--- config.mk ---
export PLATFORM = sky130hd
export DESIGN_NAME = tsc_sqrt_cell
export DESIGN_NICKNAME = d
export VERILOG_FILES = /design/src/hdl/tsc_pkg.sv /design/src/hdl/tsc_sqrt_cell.sv
export SDC_FILE = /design/constraint.sdc
export NUM_CORES = 1
export LEC_CHECK = 0
export BUFFER_PORTS_ARGS = -buffer_cell sky130_fd_sc_hd__buf_2
export CELL_PAD_IN_SITES_DETAIL_PLACEMENT = 1
export CELL_PAD_IN_SITES_GLOBAL_PLACEMENT = 1
export CORE_UTILIZATION = 37
export CTS_CLUSTER_SIZE = 8
export DETAILED_ROUTE_END_ITERATION = 10
export PLACE_DENSITY_LB_ADDON = 0.1
export REMOVE_ABC_BUFFERS = 1
export SETUP_SLACK_MARGIN = 0.05
export SYNTH_ARGS = -nofsm -noshare
export SYNTH_HDL_FRONTEND = slang
export SYNTH_SLANG_ARGS = --single-unit
--- constraint.sdc ---
create_clock -name clk_i -period 3.4 [get_ports clk_i]
set_clock_uncertainty 0.2 [all_clocks]
set_input_delay 0 -clock clk_i [delete_from_list [all_inputs] [get_ports clk_i]]
set_output_delay 0 -clock clk_i [all_outputs]
set_load 0.02 [all_outputs]
--- src/hdl/tsc_pkg.sv ---
// Shared constants for the Taylor-series sine/cosine pipeline.
package tsc_pkg;

  parameter int TERMS_DEF     = 10;
  parameter int FRAC_BITS_DEF = 16;

  // pi and pi/2 in Q30, rescaled to the working fraction width at elaboration
  parameter logic [63:0] PI_Q30      = 64'd3373259426;
  parameter logic [63:0] HALF_PI_Q30 = 64'd1686629713;

endpackage

--- src/hdl/tsc_sqrt_cell.sv ---
// One restoring square-root step: resolve one root bit per beat.
module tsc_sqrt_cell #(
  parameter int ROOT_W = tsc_pkg::FRAC_BITS_DEF + 1,
  parameter int SIDE_W = 1
) (
  input  logic                  clk_i,
  input  logic                  rst_ni,
  input  logic                  vld_i,
  output logic                  rdy_o,
  input  logic [2*ROOT_W-1:0]   rad_i,
  input  logic [ROOT_W+2:0]     rem_i,
  input  logic [ROOT_W-1:0]     root_i,
  input  logic [SIDE_W-1:0]     side_i,
  output logic                  vld_o,
  input  logic                  rdy_i,
  output logic [2*ROOT_W-1:0]   rad_o,
  output logic [ROOT_W+2:0]     rem_o,
  output logic [ROOT_W-1:0]     root_o,
  output logic [SIDE_W-1:0]     side_o
);

  localparam int RAD_W = 2 * ROOT_W;
  localparam int RW    = ROOT_W + 3;

  logic              v_q, en, ge;
  logic [RW-1:0]     rem_sh, trial;
  logic [RAD_W-1:0]  rad_q;
  logic [RW-1:0]     rem_q;
  logic [ROOT_W-1:0] root_q;
  logic [SIDE_W-1:0] side_q;

  assign en    = !v_q || rdy_i;
  assign rdy_o = en;

  // bring down the next two radicand bits and try root*4+1
  assign rem_sh = {rem_i[RW-3:0], rad_i[RAD_W-1 -: 2]};
  assign trial  = RW'({root_i, 2'b01});
  assign ge     = rem_sh >= trial;

  always_ff @(posedge clk_i or negedge rst_ni) begin
    if (!rst_ni) begin
      v_q <= 1'b0;
    end else if (en) begin
      v_q <= vld_i;
    end
  end

  always_ff @(posedge clk_i) begin
    if (en) begin
      rad_q  <= {rad_i[RAD_W-3:0], 2'b00};
      rem_q  <= ge ? rem_sh - trial : rem_sh;
      root_q <= {root_i[ROOT_W-2:0], ge};
      side_q <= side_i;
    end
  end

  assign vld_o  = v_q;
  assign rad_o  = rad_q;
  assign rem_o  = rem_q;
  assign root_o = root_q;
  assign side_o = side_q;

endmodule

* Word level (Yosys, flattened, before mapping)
Cells that the tools add are included.
** Cells by class
- Mux-type cells :: 1
- Reduce and logical (&&, ||, !) cells :: 2
- Add/subtract/negate cells :: 1
- $lt $le $gt $ge :: 1
** Operators by type and width (number)
- $ge A20 B19 Y1 :: 1
- $mux W20 :: 1
- $sub A20 B19 Y20 :: 1
- $logic_not A1 Y1 :: 1
- $logic_or A1 B1 Y1 :: 1
** Storage, ports and cells
- Output and inout bits :: 74
- Logic and storage cells :: 10
- Flip-flop bits (word level) :: 71

* Logic depth before layout (Yosys ltp)
- Word-level depth :: 2
- Depth in mapped cells :: 12

* Least setup slack after synthesis
Ideal clock, no wire load.
- Path type :: flip-flop to flip-flop
- From :: register v_q (netlist: vld_o)
- To :: register rad_q[10] (netlist: rad_o[10]) (enable)
- Slack :: 517 ps
- Arrival time :: 2236 ps
- Stages on the path, launching flop included :: 2
- Path buffers :: 0
- Path through :: dfrtp_1 nand2b_1
** On the way
- Cells in the longest elaborated chain, start to end :: 2
** Ends and longest elaborated chain
- start: declaration :: line tsc_sqrt_cell.sv:25 : logic v_q, en, ge;
- start signal: assignment :: line tsc_sqrt_cell.sv:44 : v_q <= vld_i;
- $logic_not A1 Y1 :: line tsc_sqrt_cell.sv:32 : assign en = !v_q || rdy_i;
- $logic_or A1 B1 Y1 :: line tsc_sqrt_cell.sv:32
- net rdy_o :: line tsc_sqrt_cell.sv:9 : output logic rdy_o,
- end signal: assignment :: line tsc_sqrt_cell.sv:50 : rad_q <= {rad_i[RAD_W-3:0], 2'b00};
- end: declaration :: line tsc_sqrt_cell.sv:27 : logic [RAD_W-1:0] rad_q;
The timed path passes the listed nets, and every way through them passes these cells.
A chain may end at the register's enable or synchronous reset.

* Final worst setup path
- From :: input port rem_i[9]
- To :: register rem_q[8] (netlist: rem_o[8]) (data pin)
** On the way
- Cells in the longest elaborated chain, start to end :: 2
** Ends and longest elaborated chain
- start: declaration :: line tsc_sqrt_cell.sv:11 : input logic [ROOT_W+2:0] rem_i,
- $ge A20 B19 Y1 :: line tsc_sqrt_cell.sv:38 : assign ge = rem_sh >= trial;
- $mux W20 :: line tsc_sqrt_cell.sv:51 : rem_q <= ge ? rem_sh - trial : rem_sh;
- end signal: assignment :: line tsc_sqrt_cell.sv:51
- end: declaration :: line tsc_sqrt_cell.sv:28 : logic [RW-1:0] rem_q;
Every way passes these cells.

==> run metrics <==
register area share after synthesis 0.587; Post-synth top flop edfxtp_1; total setup buffers inserted after CTS 0; FP Rows 35; element type at the critical path start input pin; leakage power 2.41 nW; RSZ-0062 raised after global routing no; synth unique cells 52; wire length on met1 4950 um; Post-DP HPWL 7210 um; r2r setup slk 1.65 ns; Worst Hold Class input pin to flip-flop; XOR/XNOR Fraction of Synth Area 0.0339; cells taking the most area after synthesis edfxtp_1, ha_1, mux2_4; H-Tree Depth 3; Hold Path Origin rad_i[1]; kind of critical path input pin to flip-flop; Syn-to-layout area delta 48.8%; vias in the first global route 3261; setup violators final 0; mapped cell area 0.00362 sq mm; clock buffer count from CTS 9; most frequent cell after synthesis edfxtp_1; Crit. Startpoint rem_i[9]; Least-Margin Pin Slew 0.967 ns; antenna fix cells 0; Chip Height 101 um; synth cell count leaders edfxtp_1, inv_1, ha_1, a21oi_1, nand2_1; fin nets 600; Synth top area share 0.580; DRC violations left 0; warnings from Yosys 0; P_int 1.63 mW; post-layout util 0.575; Die Area 0.0102 sq mm; CORE AREA 0.00937 sq mm; Sw Ratio 0.319; clk sinks 71; Hold Fails Final Rpt 0; largest net degree at the start of global routing 73; Die X 101 um; vias per cell 4.85; via count 3099; status complete, no violations; total wire length 11600 um; ys async rst share 0.0141; Arr. time, crit path 3.08 ns; CTS tree yes; Simple-Gate Fraction of Synth Area 0.0870; Final period util 0.935; pwr/cell area 444 mW/mm^2; antenna violations before repair 0; Wirelength per Cell 18.2 um; Adder-Cell Fraction of Synth Area 0.0656; DR pass1 iterations 4; metal3 WL 776 um; final critical-path required period 3.18 ns; Fmax 315 MHz; Clock Path Buffers 2; setup TNS 0 ns; fill count 1038; pins over their slew limit 0; crit end category flip-flop; Worst EP required 3.30 ns; port bufs 145; Synth Area per Inst 12.9 sq um; GRT Overall Usage 0.233; number of max-cap violations 0; I/O pin total 150; largest family of logic cells by synthesized area compound AO/OA/AOI/OAI gates; met2 wire len 5740 um; Placer Congestion 0.814; post-synthesis compound-gate area fraction 0.124; clock network power share 0.264; layout cells sized above 1 0.376; Hold Path Depth 2; Initial Utilization 0.387; antenna viol nets, final 0; sequential power share 0.458; first-pass GRT wire length 17600 um; post-synthesis register bit count 71; synthesized instance count 280; Gate power share 0.278; clock latency on the worst-skew pair 0.35 ns; worst rel slew slack 0.355; Root Buffer clkbuf_8; EDFF count, synth 70; Switch Pwr 0.765 mW; multiplexer share of the synthesized area 0.0522; grt ovf 0; start of the worst register-to-register path vld_o$_DFFE_PN0P_; leading area contributor after synthesis edfxtp_1; DRC violation total after the first TritonRoute iteration 114; Max VDD drop 0.192 mV; crit-path max FO 16; Worst Reg-to-Reg Cells 1; Reg clk slew, reported paths 0.09 ns; top routing layer in use met4
through the flow:
stage,instances,hold WS [ns],total power [mW],cell area [sq um],worst slack (ns)
finish,639,0.156,2.40,5390,0.221
global route,639,0.140,2.50,5390,0.0907
CTS,639,0.142,2.41,5390,0.186
detailed placement,551,-0.424,1.70,4490,0.364
global placement,551,-0.425,1.69,4490,0.392
floorplan,270,-0.496,1.49,3540,0.517
final cells by class:
cell class	instances	area, sq um	share of cell area
Clock buffer	9	124	0.0230
Clock inverter	7	55.1	0.0102
Inverter	23	93.8	0.0174
Multi-Input combinational cell	176	1330	0.247
Sequential cell	71	2130	0.395
Tap cell	129	161	0.0299
Timing Repair Buffer	224	1500	0.278
critical path, stage by stage:
cell and delay (ns):
dlygate4sd3_1 0.55, buf_2 0.13, ha_1 0.45, nand2_2 0.12
or4_1 0.55, or3_1 0.36, a21o_1 0.17, and2_2 0.23
inv_8 0.17, mux2_2 0.35
power by group through the flow:
stage	clock [mW]	sequential, mW	combinational [mW]
global route	0.677	1.10	0.720
floorplan	0	1.23	0.262
CTS	0.656	1.09	0.656
finish	0.633	1.10	0.665
global placement	0	1.11	0.578
detailed placement	0	1.11	0.588
final timing paths:
| kind | to |
|---|---|
| setup / recovery | rem_o[8]$_DFFE_PP_ |
| hold / removal | rad_o[3]$_DFFE_PP_ |
| setup reg to reg | rad_o[32]$_DFFE_PP_ |
| hold reg to reg | vld_o$_DFFE_PN0P_ |
| max in group asynchronous | vld_o$_DFFE_PN0P_ |
| min in group asynchronous | vld_o$_DFFE_PN0P_ |
per-layer routing:
layer | vias to the layer above | GRT usage
met5 | - | 0
met4 | 0 | 0.0747
met3 | 16 | 0.0527
met2 | 124 | 0.411
met1 | 1466 | 0.281
li1 | 1493 | -
timing repair:
item                                    in CTS  in global routing
gates resized for setup                      0                  3
hold endpoints to repair                    71                  0
endpoints found under the setup margin       0                  6
hold buffers                                72                  0
cell usage in the layout (no fill, tap or decap), types with 2 or more instances in the layout:
cell type and count:
a211oi_1 3, a21o_1 5, a21oi_1 17, a21oi_4 2
a221o_1 2, a31oi_1 4, and3_1 3, buf_2 145
buf_4 7, clkbuf_8 9, clkinvlp_4 2, conb_1 2
dlygate4sd3_1 72, edfxtp_1 70, ha_1 19, inv_1 22
inv_6 3, mux2_2 7, mux2_4 6, mux2i_1 2
nand2_1 17, nand2b_1 3, nand3_1 9, nand4_1 4
nor2_1 15, nor3_1 3, o211ai_1 3, o21ai_0 11
o21bai_1 2, o31ai_1 3, xnor2_1 10, xor2_1 4
state kept, by name (all words and copies together), names as in the netlist:
name	count
rad_o	32
rem_o	20
root_o	17
side_o	1
vld_o	1
kinds of logic (layout without fill, tap and decap cells):
kind of cell	after synthesis	count (layout)
DFF	71	71
and+or+nand+nor	64	64
AOI/OAI and AO/OA	62	62
buffers and inverters	34	263
adders and majority gates	19	19
muxes	15	15
xor gates and xnor gates	14	14
other	1	2
(Power assumes the default switching activity.)
