## config.mk

```make
export PLATFORM = sky130hd
export DESIGN_NAME = tsc_term_cell
export DESIGN_NICKNAME = d
export VERILOG_FILES = /design/src/hdl/tsc_pkg.sv /design/src/hdl/tsc_term_cell.sv
export SDC_FILE = /design/constraint.sdc
export NUM_CORES = 1
export LEC_CHECK = 0
export BUFFER_PORTS_ARGS = -buffer_cell sky130_fd_sc_hd__buf_2
export CORE_ASPECT_RATIO = 1.75
export CORE_MARGIN = 2
export CORE_UTILIZATION = 60
export DETAILED_ROUTE_END_ITERATION = 6
export GPL_TIMING_DRIVEN = 1
export HOLD_SLACK_MARGIN = 0.03
export PLACE_DENSITY = 0.87
export SYNTH_ARGS = -nofsm -noshare
export SYNTH_HDL_FRONTEND = slang
export SYNTH_SLANG_ARGS = --single-unit
```

## constraint.sdc

```tcl
create_clock -name clk_i -period 8.57 [get_ports clk_i]
set_input_delay 0.857 -clock clk_i [delete_from_list [all_inputs] [get_ports clk_i]]
set_output_delay 0.857 -clock clk_i [all_outputs]
set_load 0.01 [all_outputs]
```

## src/hdl/tsc_pkg.sv

```systemverilog
// Shared constants for the Taylor-series sine/cosine pipeline.
package tsc_pkg;

  parameter int TERMS_DEF     = 10;
  parameter int FRAC_BITS_DEF = 16;

  // pi and pi/2 in Q30, rescaled to the working fraction width at elaboration
  parameter logic [63:0] PI_Q30      = 64'd3373259426;
  parameter logic [63:0] HALF_PI_Q30 = 64'd1686629713;

endpackage

```

## src/hdl/tsc_term_cell.sv

```systemverilog
// One series term: multiply by x^2, round, divide by a constant, accumulate.
module tsc_term_cell #(
  parameter int FRAC_BITS = tsc_pkg::FRAC_BITS_DEF,
  parameter int DEN       = 6,
  parameter int SIDE_W    = 1
) (
  input  logic                      clk_i,
  input  logic                      rst_ni,
  input  logic                      vld_i,
  output logic                      rdy_o,
  input  logic [FRAC_BITS+3:0]      x2_i,
  input  logic [FRAC_BITS+2:0]      tmag_i,
  input  logic                      tneg_i,
  input  logic signed [FRAC_BITS+4:0] sum_i,
  input  logic [SIDE_W-1:0]         side_i,
  output logic                      vld_o,
  input  logic                      rdy_i,
  output logic [FRAC_BITS+3:0]      x2_o,
  output logic [FRAC_BITS+2:0]      tmag_o,
  output logic                      tneg_o,
  output logic signed [FRAC_BITS+4:0] sum_o,
  output logic [SIDE_W-1:0]         side_o
);

  localparam int TW    = FRAC_BITS + 3;
  localparam int XW    = FRAC_BITS + 4;
  localparam int SW    = FRAC_BITS + 5;
  localparam int PW    = FRAC_BITS + 6;
  localparam int MW    = TW + XW;
  localparam int L     = $clog2(DEN);
  localparam int SHIFT = PW + L;
  localparam int PRW   = SHIFT + TW;
  // ceil(2^SHIFT / DEN): exact floor division for any product below 2^PW
  localparam logic [63:0]   RECIP = ((64'd1 << SHIFT) + 64'(DEN) - 64'd1) / 64'(DEN);
  localparam logic [MW-1:0] HALF  = MW'(1) << (FRAC_BITS - 1);

  logic                 v1_q, v2_q;
  logic                 en1, en2;
  logic [MW-1:0]        prod_d;
  logic signed [SW-1:0] sum_d;
  logic [PRW-1:0]       quo_d;

  logic [PW-1:0]        p1_q;
  logic [XW-1:0]        x2_1_q;
  logic                 tneg1_q;
  logic signed [SW-1:0] sum1_q;
  logic [SIDE_W-1:0]    side1_q;

  logic [XW-1:0]        x2_2_q;
  logic [TW-1:0]        tmag2_q;
  logic                 tneg2_q;
  logic signed [SW-1:0] sum2_q;
  logic [SIDE_W-1:0]    side2_q;

  assign en2   = !v2_q || rdy_i;
  assign en1   = !v1_q || en2;
  assign rdy_o = en1;

  // fold the incoming term into the running sum alongside the multiply
  always_comb begin
    prod_d = MW'(tmag_i) * MW'(x2_i) + HALF;
    if (tneg_i) begin
      sum_d = sum_i - $signed({2'b00, tmag_i});
    end else begin
      sum_d = sum_i + $signed({2'b00, tmag_i});
    end
  end

  assign quo_d = PRW'(p1_q) * PRW'(RECIP);

  always_ff @(posedge clk_i or negedge rst_ni) begin
    if (!rst_ni) begin
      v1_q <= 1'b0;
      v2_q <= 1'b0;
    end else begin
      if (en1) v1_q <= vld_i;
      if (en2) v2_q <= v1_q;
    end
  end

  always_ff @(posedge clk_i) begin
    if (en1) begin
      p1_q    <= prod_d[FRAC_BITS +: PW];
      x2_1_q  <= x2_i;
      tneg1_q <= tneg_i;
      sum1_q  <= sum_d;
      side1_q <= side_i;
    end
    if (en2) begin
      tmag2_q <= quo_d[SHIFT +: TW];
      tneg2_q <= !tneg1_q;
      x2_2_q  <= x2_1_q;
      sum2_q  <= sum1_q;
      side2_q <= side1_q;
    end
  end

  assign vld_o  = v2_q;
  assign x2_o   = x2_2_q;
  assign tmag_o = tmag2_q;
  assign tneg_o = tneg2_q;
  assign sum_o  = sum2_q;
  assign side_o = side2_q;

endmodule

```

## Word-level counts from Yosys, hierarchy flattened

Cells that the tools add are included.

| storage, ports and cells | value |
|---|---|
| logic and storage cells | 23 |
| output and inout port bits | 64 |
| register bits after elaboration | 129 |
| input bits | 66 |

| operators by class | value |
|---|---|
| multiplexer cells | 1 |
| add/sub/neg operators | 3 |
| reduce and logical (&&, ||, !) cells | 5 |
| multiply operators | 2 |

Operators with widths:

| cell | count |
|---|---|
| 22-bit by 22-bit multiplier with 43-bit output, second input constant | 1 |
| 38-bit by 16-bit adder with 38-bit output, second input constant | 1 |
| 19-bit by 20-bit multiplier with 38-bit output | 1 |
| 21-bit by 20-bit adder with 21-bit output | 1 |
| 21-bit two-way mux | 1 |
| 21-bit by 20-bit subtractor with 21-bit output | 1 |
| 1-bit logical NOT | 3 |
| 1-bit logical OR | 2 |

## Depth between registers and ports, before layout

| logic depth | value |
|---|---|
| depth after elaboration | 3 |
| mapped depth | 25 |

## Worst setup path before layout

OpenSTA, ideal clock, no wires.

| path | value |
|---|---|
| kind | input -> register |
| start point | input port x2_i[19] |
| end point | register p1_q[18], data pin |
| library setup time | 0.258 ns |
| buffers on the path | 2 |
| required time | 8.312 ns |
| setup slack | 1.920 ns |
| arrival time | 6.392 ns |
| stages on the path | 20 |
| cell sequence | clkbuf_1 > clkbuf_1 > nand2_1 > fa_1 > fa_1 > fa_1 > inv_1 > fa_1 > fa_1 > fa_1 > ha_1 > ha_1 > and4_1 > a221oi_1 > nand3_1 > o21ai_1 > a21oi_1 > o31a_1 > nor2_1 > xnor2_1 |

| between the ends | value |
|---|---|
| cells in the longest elaborated chain, start to end | 2 |

RTL lines:

| what | RTL line | RTL |
|---|---|---|
| start, declared | tsc_term_cell.sv:11 | `input logic [FRAC_BITS+3:0] x2_i,` |
| 19-bit by 20-bit multiplier with 38-bit output | tsc_term_cell.sv:61 | `prod_d = MW'(tmag_i) * MW'(x2_i) + HALF;` |
| 38-bit by 16-bit adder with 38-bit output | tsc_term_cell.sv:61 |  |
| net prod_d[34] | tsc_term_cell.sv:39 | `logic [MW-1:0] prod_d;` |
| end signal, assigned | tsc_term_cell.sv:83 | `p1_q <= prod_d[FRAC_BITS +: PW];` |
| end, declared | tsc_term_cell.sv:43 | `logic [PW-1:0] p1_q;` |

The timed path passes the listed nets, and every way through them passes these cells.
A chain may end at the register's enable or synchronous reset.

## Final worst setup path

| path | value |
|---|---|
| start point | register p1_q[1] |
| end point | register tmag2_q[18], in the netlist tmag_o[18], data pin |

| between the ends | value |
|---|---|
| cells in the longest elaborated chain, start to end | 1 |

RTL lines:

| what | RTL line | RTL |
|---|---|---|
| 22-bit by 22-bit multiplier with 43-bit output | tsc_term_cell.sv:69 | `assign quo_d = PRW'(p1_q) * PRW'(RECIP);` |
| net quo_d[43] | tsc_term_cell.sv:41 | `logic [PRW-1:0] quo_d;` |
| end signal, assigned | tsc_term_cell.sv:90 | `tmag2_q <= quo_d[SHIFT +: TW];` |
| end, declared | tsc_term_cell.sv:50 | `logic [TW-1:0] tmag2_q;` |

The timed path passes the listed nets, and every way through them passes these cells.

==> reports/results.ini <==
[run_status]
outcome = complete, but fails checks
violations = design-rule violations

[worst_setup_path]
reg2reg_depth = 21
crit_path_max_fanout = 8
crit_required_ps = 8760
startpoint_type = flip-flop
cp.arrival_ps = 7250
crit_type = flip-flop to flip-flop
timing.rr.start = p1_q[1]$_DFFE_PP_
crit_start = p1_q[1]$_DFFE_PP_
cp-end-kind = flip-flop

[timing]
min_period_over_period_pct = 82.3
relSlewSlack_pct = 33.6
fmax_mhz = 142
rsz0062_at_grt = false
setup_viol_count_final = 0
skew_ps = 17.3
worst_pin_slew_ps = 996
hold_viol = 0
fin_setup_tns_ps = 0
fin_crit_ps = 7060
slew_violations = 0

[detailed_routing]
drt.antenna.violating_nets = 0
drt_iter0_drc = 1080
dr.pass1.iters = 7
wl_um = 61200
avgViaCountPerCell = 5.70
drc = 16
post_drt_wl_per_cell_um = 19.7
dr_total_vias = 17700

[logic_synthesis]
synthesis.area_um2 = 25200
syn_area_per_cell_um2 = 10.3
synthCells = 2450
ys_seq_area_share_pct = 15.3
ys_warn_count = 0
synthArstFlopShare_pct = 1.55
synth_edf_count = 127
synth.distinct_cells = 65
ys_ff_latch = 129
syn_nets = 3370
synth_flop_cell = edfxtp_1

[global_routing]
busiest_layer = met2
grt_pass1_vias = 20300
grt_max_degree = 67
antenna_found_initial = 1
grt_pass1_wl_um = 99400
track_usage_pct = 29.1
grt_use_met2_pct = 53.7
gr-total-overflow = 0
met1_usage_pct = 29.7
use_met3_pct = 4.13

[clock_network]
clk_path_buf_depth = 2
cts_resized = 0
cts.hold.buffers_added = 0
postCtsSetupBuffers = 0
tritoncts = yes
clkLatencyLatePin_ps = 450
htree_num_levels = 4
root_buffer = clkbuf_16
clk_pin_slew_worst_paths_ps = 70
cts_num_sinks = 129
numCtsBuffers = 17

[placed_design]
port-buffer-count = 129
place.gp.congestion = 0.983
dpl.hpwl_um = 50500
placed_cell_area_um2 = 26300

[layout]
layout_common_cells = inv_1 (633), fa_1 (481), ha_1 (373)
fin_util_pct = 64.7
area_growth_pct = 6.81
mostFrequentLayoutCell = inv_1
fin_area_um2 = 26900
drive_gt1_share_pct = 6.94
nNetsFinal = 3456

[hold_path]
hold_class = input pin to asynchronous set/reset pin

[floorplan]
ioPinCount = 130
die_area_um2 = 43800
die_h_um = 275
initial_core_util_pct = 60.6
core_um2 = 41600
die_w_um = 159
rows = 99

[run]
cap_violations = 0

synth_stat cells (all sizes together) (3+ instances only):
library cell | n | area share [%]
nor2 | 55 | 0.83
nor3 | 17 | 0.36
nor4 | 3 | 0.074
fa | 481 | 38
clkbuf | 62 | 0.92
edfxtp | 127 | 15
and3 | 3 | 0.074
o21bai | 3 | 0.089
a21oi | 52 | 1.0
nand3 | 14 | 0.30
a31oi | 3 | 0.099
inv | 633 | 9.4
ha | 373 | 18
nand4 | 11 | 0.27
o21ai | 21 | 0.43
nand2 | 200 | 3.0
o21a | 9 | 0.27
xnor2 | 65 | 2.3
nor2b | 8 | 0.20
nand2b | 7 | 0.17
or2 | 3 | 0.074
a211oi | 6 | 0.18
a21o | 20 | 0.60
xor2 | 18 | 0.62
o31ai | 3 | 0.089
and2 | 210 | 5.2
o211ai | 7 | 0.23
or3 | 3 | 0.074
layout make-up:
type / instances / area, um^2
clock buffers: 17 / 425
inverters: 633 / 2380
fillers: 3153 / 14700
flip-flops and latches: 129 / 3860
multi-input cells: 1625 / 18800
diodes: 1 / 2.50
repair buffers: 130 / 653
clock inverters: 15 / 171
well taps: 555 / 694
layer usage:
metal	vias to the layer above	part of all wire, %
met2	811	54
met4	0	8.6
met1	8874	32
li1	7645	-
met5	-	0
met3	362	5.2
state kept, by name, summed over array words and instances, names as in the netlist:
name	flops
side_o	1
vld_o	1
v1_q	1
sum_o	21
sum1_q	21
x2_o	20
tmag_o	19
tneg1_q	1
tneg_o	1
p1_q	22
x2_1_q	20
side1_q	1
stage by stage:
| step | std cells | setup slack, ps | hold WS [ps] |
|---|---|---|---|
| floorplan | 2450 | 1920 | 400 |
| global placement | 3072 | 1280 | 401 |
| detailed placement | 3072 | 1170 | 405 |
| CTS | 3104 | 1550 | 166 |
| global route | 3105 | 1200 | 175 |
| finish | 3105 | 1510 | 174 |
logic make-up (layout without fill, tap and decap cells):
kind of cell / count (synthesis) / after routing / share of synthesized area (%)
AO/OA/AOI/OAI: 146 / 146 / 3.90
XOR/XNOR: 83 / 83 / 2.88
adder cells (fa/ha/maj): 854 / 854 / 56.7
buffers and inverters: 696 / 795 / 10.4
flip-flops: 129 / 129 / 15.3
multiplexers: 1 / 1 / 0.0397
other: 0 / 1 / 0
AND/OR/NAND/NOR: 541 / 541 / 10.8
critical path: stages (launching register included):
cell and delay, ps:
edfxtp_1 590, ha_1 510, inv_1 130, fa_1 520, fa_1 540, inv_1 50
fa_1 480, fa_1 430, fa_1 520, inv_1 60, fa_1 510, inv_1 40
ha_1 310, nand4_1 200, nor3_2 400, nand3_2 190, a311oi_1 530, o2111ai_2 190
nand3b_2 150, a221o_1 200, a21oi_1 100, xnor2_1 160
path summary, 6_finish.rpt:
kind                                        endpoint  slack [ps]
worst max-delay path            tmag_o[18]$_DFFE_PP_        1510
worst min register to register    sum_o[9]$_DFFE_PP_         420
max in group asynchronous          vld_o$_DFFE_PN0P_        8300
worst max register to register  tmag_o[18]$_DFFE_PP_        1510
min in group clk_i                sum_o[9]$_DFFE_PP_         420
worst min-delay path                v1_q$_DFFE_PN0P_         170
Power is not shown: default switching activity piles up to over one toggle a cycle in this logic, so the estimate is an artifact.
